`config.mk`:
```
export PLATFORM = sky130hd
export DESIGN_NAME = base64_stream_codec
export DESIGN_NICKNAME = d
export VERILOG_FILES = /design/src/design/b64_pkg.sv /design/src/design/b64_group.sv /design/src/design/b64_out.sv /design/src/design/base64_stream_codec.sv
export SDC_FILE = /design/constraint.sdc
export NUM_CORES = 1
export LEC_CHECK = 0
export BUFFER_PORTS_ARGS = -buffer_cell sky130_fd_sc_hd__buf_2
export CAP_MARGIN = 10
export CORE_ASPECT_RATIO = 1.75
export CORE_UTILIZATION = 30
export CTS_BUF_LIST = sky130_fd_sc_hd__clkbuf_8
export CTS_CLUSTER_DIAMETER = 150
export CTS_CLUSTER_SIZE = 24
export DETAILED_ROUTE_END_ITERATION = 10
export MAX_ROUTING_LAYER = met4
export PLACE_DENSITY = 0.48
export SYNTH_ARGS = -nofsm -noshare
export SYNTH_HDL_FRONTEND = slang
export SYNTH_SLANG_ARGS = --single-unit
```
`constraint.sdc`:
```
create_clock -name i_clk -period 6.35 [get_ports i_clk]
set_clock_uncertainty 0.1 [all_clocks]
set_input_delay 0 -clock i_clk [delete_from_list [all_inputs] [get_ports i_clk]]
set_output_delay 0 -clock i_clk [all_outputs]
set_load 0.02 [all_outputs]
```
`src/design/b64_pkg.sv`:
```
// ----------------------------------------------------------------------------
// b64_pkg
// Shared types, constants and alphabet functions of the Base64 stream codec.
// ----------------------------------------------------------------------------
package b64_pkg;

    // register map
    localparam int unsigned REG_DIRECTION = 0;
    localparam int unsigned NUM_REGS      = 1;
    localparam int unsigned PADDR_W       = 3;

    // direction codes
    localparam logic DIR_ENCODE = 1'b0;
    localparam logic DIR_DECODE = 1'b1;

    // most results one item can cause
    localparam int unsigned MAX_RESULTS = 4;
    localparam int unsigned COUNT_W     = 3;

    // pad character '='
    localparam logic [7:0] PAD_CHAR = 8'd61;

    // sextet codes beyond the alphabet
    localparam logic [6:0] SEXT_PAD = 7'd64;
    localparam logic [6:0] SEXT_BAD = 7'd65;

    typedef struct packed {
        logic [7:0] in_byte;
        logic       end_of_message;
    } t_in_item;

    typedef struct packed {
        logic [7:0] out_byte;
        logic       end_of_result;
        logic       bad_char;
    } t_out_item;

    // results caused by one item, slot 0 goes out first
    typedef struct packed {
        logic [COUNT_W-1:0]              count;
        logic [MAX_RESULTS-1:0][7:0]     bytes;
        logic                            eom;
        logic                            bad;
    } t_burst;

    // group state seen from the top level
    typedef struct packed {
        logic [1:0] fill;
        logic [1:0] pads;
        logic       bad;
    } t_grp_status;

    // sextet to alphabet character
    function automatic logic [7:0] enc_char(input logic [5:0] v);
        logic [7:0] c;
        if (v < 6'd26) begin
            c = 8'd65 + {2'b00, v};
        end else if (v < 6'd52) begin
            c = 8'd97 + {2'b00, v} - 8'd26;
        end else if (v < 6'd62) begin
            c = 8'd48 + {2'b00, v} - 8'd52;
        end else if (v == 6'd62) begin
            c = 8'd43;
        end else begin
            c = 8'd47;
        end
        return c;
    endfunction

    // character to sextet, or the pad or bad code
    function automatic logic [6:0] dec_sextet(input logic [7:0] c);
        logic [6:0] v;
        if (c >= 8'd65 && c <= 8'd90) begin
            v = c[6:0] - 7'd65;
        end else if (c >= 8'd97 && c <= 8'd122) begin
            v = c[6:0] - 7'd97 + 7'd26;
        end else if (c >= 8'd48 && c <= 8'd57) begin
            v = c[6:0] - 7'd48 + 7'd52;
        end else if (c == 8'd43) begin
            v = 7'd62;
        end else if (c == 8'd47) begin
            v = 7'd63;
        end else if (c == PAD_CHAR) begin
            v = SEXT_PAD;
        end else begin
            v = SEXT_BAD;
        end
        return v;
    endfunction

endpackage

```
`src/design/b64_group.sv`:
```
// ----------------------------------------------------------------------------
// b64_group
// Group state and the encode/decode logic that turns one item into a burst.
// ----------------------------------------------------------------------------
module b64_group
    import b64_pkg::*;
(
    input  logic        i_clk,
    input  logic        i_rst_n,
    input  logic        i_dir,
    input  logic        i_clear,
    input  logic        i_accept,
    input  t_in_item    i_item,
    output t_burst      o_burst,
    output t_grp_status o_status
);

    logic [23:0] r_bits, n_bits;
    logic [1:0]  r_fill, n_fill;
    logic [1:0]  r_pads, n_pads;
    logic        r_bad,  n_bad;

    // encode path
    logic [23:0] enc_bits;
    logic [23:0] enc_shift;
    logic [1:0]  enc_fill;
    logic        enc_done;
    logic [MAX_RESULTS-1:0][7:0] enc_chars;

    // decode path
    logic [6:0]  dec_code;
    logic [5:0]  dec_v;
    logic [2:0]  dec_pads;
    logic        dec_bad;
    logic [2:0]  dec_fill;
    logic        dec_done;
    logic [23:0] dec_bits;
    logic [23:0] dec_shift;
    logic [2:0]  dec_total;
    logic [COUNT_W-1:0] dec_nbytes;

    // encode: gather bytes, expand the group into four characters
    always_comb begin
        enc_bits = {r_bits[15:0], i_item.in_byte};
        enc_fill = r_fill + 2'd1;
        enc_done = (enc_fill == 2'd3) || i_item.end_of_message;
        unique case (enc_fill)
            2'd1:    enc_shift = {enc_bits[7:0], 16'd0};
            2'd2:    enc_shift = {enc_bits[15:0], 8'd0};
            default: enc_shift = enc_bits;
        endcase
        for (int i = 0; i < MAX_RESULTS; i++) begin
            if (2'(i) <= enc_fill) begin
                enc_chars[i] = enc_char(enc_shift[23 - 6*i -: 6]);
            end else begin
                enc_chars[i] = PAD_CHAR;
            end
        end
    end

    // decode: map the character, gather sextets, split into bytes
    always_comb begin
        dec_code = dec_sextet(i_item.in_byte);
        dec_pads = {1'b0, r_pads};
        dec_bad  = r_bad;
        dec_v    = dec_code[5:0];
        if (dec_code == SEXT_PAD) begin
            dec_pads = dec_pads + 3'd1;
            dec_v    = 6'd0;
        end else if (dec_code == SEXT_BAD) begin
            dec_bad = 1'b1;
            dec_v   = 6'd0;
        end
        dec_bits = {r_bits[17:0], dec_v};
        dec_fill = {1'b0, r_fill} + 3'd1;
        dec_done = (dec_fill == 3'd4) || i_item.end_of_message;
        unique case (dec_fill)
            3'd1:    dec_shift = {dec_bits[5:0], 18'd0};
            3'd2:    dec_shift = {dec_bits[11:0], 12'd0};
            3'd3:    dec_shift = {dec_bits[17:0], 6'd0};
            default: dec_shift = dec_bits;
        endcase
        dec_total  = dec_pads + (3'd4 - dec_fill);
        dec_nbytes = (dec_total >= 3'd3) ? '0 : COUNT_W'(3'd3 - dec_total);
    end

    // select the burst and the next group state
    always_comb begin
        o_burst = '0;
        n_bits  = r_bits;
        n_fill  = r_fill;
        n_pads  = r_pads;
        n_bad   = r_bad;
        if (i_dir == DIR_ENCODE) begin
            if (enc_done) begin
                o_burst.count = COUNT_W'(MAX_RESULTS);
                o_burst.bytes = enc_chars;
                o_burst.eom   = i_item.end_of_message;
                n_bits = '0;
                n_fill = '0;
                n_pads = '0;
                n_bad  = 1'b0;
            end else begin
                n_bits = enc_bits;
                n_fill = enc_fill;
            end
        end else begin
            if (dec_done) begin
                o_burst.count    = dec_nbytes;
                o_burst.bytes[0] = dec_shift[23:16];
                o_burst.bytes[1] = dec_shift[15:8];
                o_burst.bytes[2] = dec_shift[7:0];
                o_burst.bytes[3] = 8'd0;
                o_burst.eom      = i_item.end_of_message;
                o_burst.bad      = dec_bad;
                n_bits = '0;
                n_fill = '0;
                n_pads = '0;
                n_bad  = 1'b0;
            end else begin
                n_bits = dec_bits;
                n_fill = dec_fill[1:0];
                n_pads = (dec_pads > 3'd3) ? 2'd3 : dec_pads[1:0];
                n_bad  = dec_bad;
            end
        end
    end

    // group state registers
    always_ff @(posedge i_clk) begin
        if (!i_rst_n || i_clear) begin
            r_bits <= '0;
            r_fill <= '0;
            r_pads <= '0;
            r_bad  <= 1'b0;
        end else if (i_accept) begin
            r_bits <= n_bits;
            r_fill <= n_fill;
            r_pads <= n_pads;
            r_bad  <= n_bad;
        end
    end

    assign o_status.fill = r_fill;
    assign o_status.pads = r_pads;
    assign o_status.bad  = r_bad;

endmodule

```
`src/design/b64_out.sv`:
```
// ----------------------------------------------------------------------------
// b64_out
// Burst buffer and output register: sends a burst one item per cycle while the output is not stalled.
// ----------------------------------------------------------------------------
module b64_out
    import b64_pkg::*;
(
    input  logic      i_clk,
    input  logic      i_rst_n,
    input  logic      i_in_valid,
    input  t_burst    i_burst,
    output logic      o_in_stall,
    output logic      o_out_valid,
    output t_out_item o_out_data,
    input  logic      i_out_stall
);

    logic [MAX_RESULTS-1:0][7:0] r_buf;
    logic [COUNT_W-1:0]          r_rem;
    logic                        r_eom;
    logic                        r_bad;
    logic                        r_ovalid;
    t_out_item                   r_odata;

    logic out_take;
    logic in_acc;
    logic load;

    // output register free or emptied this cycle
    assign out_take   = !r_ovalid || !i_out_stall;
    assign o_in_stall = (r_rem > COUNT_W'(1)) || ((r_rem == COUNT_W'(1)) && !out_take);
    assign in_acc     = i_in_valid && !o_in_stall;
    assign load       = in_acc && (i_burst.count != '0);

    // burst buffer, shifts toward slot 0 as items leave
    always_ff @(posedge i_clk) begin
        if (!i_rst_n) begin
            r_rem <= '0;
        end else if (load) begin
            r_rem <= i_burst.count;
        end else if (out_take && (r_rem != '0)) begin
            r_rem <= r_rem - COUNT_W'(1);
        end
    end

    always_ff @(posedge i_clk) begin
        if (load) begin
            r_buf <= i_burst.bytes;
            r_eom <= i_burst.eom;
            r_bad <= i_burst.bad;
        end else if (out_take && (r_rem != '0)) begin
            r_buf <= {8'd0, r_buf[MAX_RESULTS-1:1]};
        end
    end

    // output register
    always_ff @(posedge i_clk) begin
        if (!i_rst_n) begin
            r_ovalid <= 1'b0;
        end else if (out_take) begin
            r_ovalid <= (r_rem != '0);
        end
    end

    always_ff @(posedge i_clk) begin
        if (out_take && (r_rem != '0)) begin
            r_odata.out_byte      <= r_buf[0];
            r_odata.end_of_result <= r_eom && (r_rem == COUNT_W'(1));
            r_odata.bad_char      <= r_bad;
        end
    end

    assign o_out_valid = r_ovalid;
    assign o_out_data  = r_odata;

endmodule

```
`src/design/base64_stream_codec.sv`:
```
// ----------------------------------------------------------------------------
// base64_stream_codec
// Streaming Base64 encoder/decoder with an APB direction register.
// ----------------------------------------------------------------------------
// Input channel: i_in_valid / o_in_stall carry one byte (encode) or one
// character (decode) per item, with end_of_message on the last item.
// Output channel: o_out_valid / i_out_stall carry one character (encode) or
// one byte (decode) per item; end_of_result marks the last result of a message.
// Register 0 (byte address 0) holds direction: 0 encode, 1 decode. A write to
// it clears the group being gathered. pready is always high.
// The first result of a group passes through the burst buffer and then the
// output register. Results leave one per cycle while the output is not
// stalled, from a burst buffer of four entries; the input is stalled while more
// than one result of the previous burst is still waiting, or while the last
// one is waiting and the output register cannot take it.
// Items that only add to a group are taken every cycle while the buffer is
// free. A stalled output holds its item; the buffer fills behind it.
// Reset clears direction, the group state, the burst buffer and the output valid flag.
// ----------------------------------------------------------------------------
module base64_stream_codec
    import b64_pkg::*;
(
    input  logic               i_clk,
    input  logic               i_rst_n,
    // input channel
    input  logic               i_in_valid,
    input  t_in_item           i_in_data,
    output logic               o_in_stall,
    // output channel
    output logic               o_out_valid,
    output t_out_item          o_out_data,
    input  logic               i_out_stall,
    // configuration port
    input  logic               psel,
    input  logic               penable,
    input  logic               pwrite,
    input  logic [PADDR_W-1:0] paddr,
    input  logic [31:0]        pwdata,
    output logic [31:0]        prdata,
    output logic               pready
);

    logic        r_dir;
    logic        cfg_wr;
    logic        dir_sel;
    logic        in_acc;
    t_burst      burst;
    t_grp_status grp_status;

    // configuration register
    assign pready  = 1'b1;
    assign dir_sel = (paddr[PADDR_W-1:2] == (PADDR_W-2)'(REG_DIRECTION));
    assign cfg_wr  = psel && penable && pwrite && pready && dir_sel;

    always_ff @(posedge i_clk) begin
        if (!i_rst_n) begin
            r_dir <= DIR_ENCODE;
        end else if (cfg_wr) begin
            r_dir <= pwdata[0];
        end
    end

    assign prdata = dir_sel ? {31'd0, r_dir} : 32'd0;

    assign in_acc = i_in_valid && !o_in_stall;

    // group gathering and conversion
    b64_group u_group (
        .i_clk    (i_clk),
        .i_rst_n  (i_rst_n),
        .i_dir    (r_dir),
        .i_clear  (cfg_wr),
        .i_accept (in_acc),
        .i_item   (i_in_data),
        .o_burst  (burst),
        .o_status (grp_status)
    );

    // burst buffer and output register
    b64_out u_out (
        .i_clk       (i_clk),
        .i_rst_n     (i_rst_n),
        .i_in_valid  (i_in_valid),
        .i_burst     (burst),
        .o_in_stall  (o_in_stall),
        .o_out_valid (o_out_valid),
        .o_out_data  (o_out_data),
        .i_out_stall (i_out_stall)
    );

    // a direction write leaves an empty group
    a_cfg_clears: assert property (@(posedge i_clk) disable iff (!i_rst_n)
        cfg_wr |=> (grp_status.fill == 2'd0) && (grp_status.pads == 2'd0)
                   && !grp_status.bad)
        else $error("group not cleared after direction write");

    // encoding never gathers a full group without emitting it
    a_enc_fill: assert property (@(posedge i_clk) disable iff (!i_rst_n)
        (r_dir == DIR_ENCODE) && $stable(r_dir) && !$past(cfg_wr)
            |-> (grp_status.fill != 2'd3) || ($past(r_dir) == DIR_DECODE))
        else $error("encode group overfilled");

    // reset leaves no result pending
    a_reset_idle: assert property (@(posedge i_clk)
        !i_rst_n |=> !o_out_valid && !o_in_stall)
        else $error("results pending after reset");

endmodule
```
==> metrics.txt <==
mean post-synth cell area 8.47 µm²; status completed; Antenna Violating Nets Remaining 0; WL final around 21000 µm; Row Count between 70 and 80; Total GRT Usage between 15 and 20%; DPL Wire Length around 16000 µm; DR iter-0 viols around 320; max-cap check violation count 0; WS Path Type reg -> reg; leakage dissipation 3.03 nW; pin count of the biggest net entering global routing 33; antenna violations before repair 0; Post-synth ARST share 0%; die height just over 200 µm; overall power between 0.002 and 0.0025 W; first-pass GRT wire length between 30000 and 40000 µm; mapped cell area ~6900 µm²; gr ovfl total 0; CTS root buffer clkbuf_8; CTS clk-pin slew, worst paths 80 ps; WL/cell 18.9 µm; GP Congestion 0.873; nets roughly 940; Max Slew Vio Count 0; CTS tree yes; Hold Fails Final Rpt 0; Yosys top cell area share just under 20%; Worst Path Required ~6400 ps; Crit path largest cell delay around 700 ps; post-synth top area cell edfxtp_1; Synth area leaders edfxtp_1 (19%), ha_1 (11%), dfxtp_1 (8.2%); worst path arrival time 5190 ps; vias in the first global route 6057; Core ar. roughly 22000 µm²; setup slack at placement 901 ps; Initial Utilization a little under a third; power per cell area 319 nW/µm²; final setup fails 0; Slowest-stage cell, CP dfxtp_1; number of synthesized register bits between 70 and 80; Synth warnings 0; Fill cells between 2k and 2.5k; Clock Latency Late Sink between 300 and 400 ps; Slew headroom 34.2%; DR pass1 iterations 5; Critical Path End Type flip-flop; H-tree levels 3; TritonCTS buffer count 9; vias per std cell 5.33; RSZ-0062 raised after global routing false; area growth from synthesis to layout 8.44%; setup TNS 0 ps; Top FF cell, synth edfxtp_1; share of layout cells above drive strength 1 12.1%; Post-synth top cells a21oi_1 (66), nor2_1 (66), ha_1 (60), nand2_1 (60), o21ai_0 (52); Min-Delay Path Class in -> reg; DR DRC count 0; Final Cycle Share around four fifths; setup bufs post-CTS 0; Max Fclk around 190 MHz; number of synthesized flops with an enable pin 44; Yosys cell types 75; register area share after synthesis 27.5%; total number of vias ~6k; critical-path cell list inv_1 > ha_1 > nor2_1 > a221oi_1 > buf_4 > inv_1 > ha_1 > nor2b_1 > a31oi_1 > mux2i_1 > nand2_1 > a211oi_1 > o22ai_1 > mux2_4; Final Critical Period 5190 ps; pin slew with the least headroom to its limit between 900 and 1000 ps; Worst VDD drop between 0.0001 and 0.00015 V; Post-Syn Instances 809; Sink Count 72; input/output buffers 30; startpoint types flip-flop; die width about 120 µm; Worst Slack Setup Final approximately 1200 ps; Die ar. about 23000 µm²; Clock Path Buffers 2; CP max FO 17; I/O Pins 96; # diodes 0
area by class of cell:
class                           count  area (µm²)  share of cell area, %
Multi-Input combinational cell    642        4450                   59.9
Clock buffer                        9         124                   1.67
Timing Repair Buffer               54         360                   4.85
Clock inverter                      7        71.3                  0.960
Inverter                           45         169                   2.27
Sequential cell                    72        1880                   25.3
Tap cell                          296         370                   4.98
cell usage in the layout (no fill, tap or decap), types with 9 or more instances in the layout:
cell,netlist,routed
buf_4,33,16
nor2b_1,14,14
a21oi_1,66,66
nor3_1,34,33
xor2_1,13,13
and2_1,9,9
a221oi_1,25,25
mux2_4,22,22
inv_1,43,43
edfxtp_1,44,44
a211o_1,10,10
ha_1,60,60
o21ai_0,52,52
nor2_1,66,66
nand2_1,60,60
o211ai_1,10,10
a22oi_1,10,10
nand3_1,17,17
buf_2,4,30
dfxtp_1,28,28
clkbuf_8,0,9
conb_1,2,32
xnor2_1,12,12
layer usage:
metal	part of all wire, %	global-route usage [%]	vias up
met2	55	35.7	174
met1	37	19.1	2820
li1	-	-	2950
met5	0	-	-
met4	6.0	11.6	0
met3	2.1	1.47	56
timing repair:
action | in CTS | in global routing
gates resized for setup | 0 | 0
hold buffers | 7 | 0
endpoints found under the hold margin | 6 | 0
endpoints found under the setup margin | 0 | 0
critical path, delay by kind of cell (launching register included):
kind,cells,cell delay [ps]
buffers and inverters,3,460
DFF,1,680
AOI/OAI and AO/OA,4,1240
adders and majority gates,2,670
muxes,2,470
and+or+nand+nor,3,1330
metrics by stage:
step | util, % | std cells | hold slack, ps | instance area (µm²)
floorplan | - | 839 | -21.9 | 6960
global placement | 32.2 | 1102 | 158 | 7160
detailed placement | 32.2 | 1102 | 162 | 7160
CTS | 33.4 | 1125 | 12.0 | 7430
global route | 33.4 | 1125 | 53.8 | 7430
finish | 33.4 | 1125 | 18.1 | 7430
state kept, by name (all words and copies together) (netlist names):
register           cells
u_out.r_eom            1
u_out.r_buf           32
u_group.r_fill         2
u_out.r_rem            3
u_group.r_pads         2
u_out.r_bad            1
u_group.r_bits        18
r_dir                  1
u_out.o_out_valid      1
u_group.r_bad          1
u_out.o_out_data      10
power by group:
part | total, W | leakage [nW] | switching [W] | internal, W
Combinational | 0.00112 | 2.26 | 0.000676 | 0.000445
Sequential | 0.000878 | 0.668 | 0.000106 | 0.000772
Clock | 0.000368 | 0.0949 | 0.000187 | 0.000182
Total | 0.00237 | 3.03 | 0.000969 | 0.00140
kinds of logic (layout without fill, tap and decap cells):
kind of cell / Yosys count / after routing / synth area share (%)
buffers and inverters: 125 / 115 / 9.42
AO/OA/AOI/OAI: 253 / 253 / 25.2
adder cells (fa/ha/maj): 60 / 60 / 11.0
XOR/XNOR: 25 / 25 / 3.20
flip-flops: 72 / 72 / 27.5
other: 2 / 32 / 0.110
multiplexers: 32 / 32 / 6.34
AND/OR/NAND/NOR: 240 / 240 / 17.3
final timing paths:
path	slack, ps	depth (start not counted)	to	start
min reg2reg	320	0	u_out.o_out_data[4]	u_out.r_buf[2]
max	1160	14	u_out.r_buf[10]	u_group.r_fill[1]
max reg2reg	1160	14	u_out.r_buf[10]	u_group.r_fill[1]
min	20	3	u_group.r_bits[7]	i_in_data[8]
(Power assumes the default switching activity.)
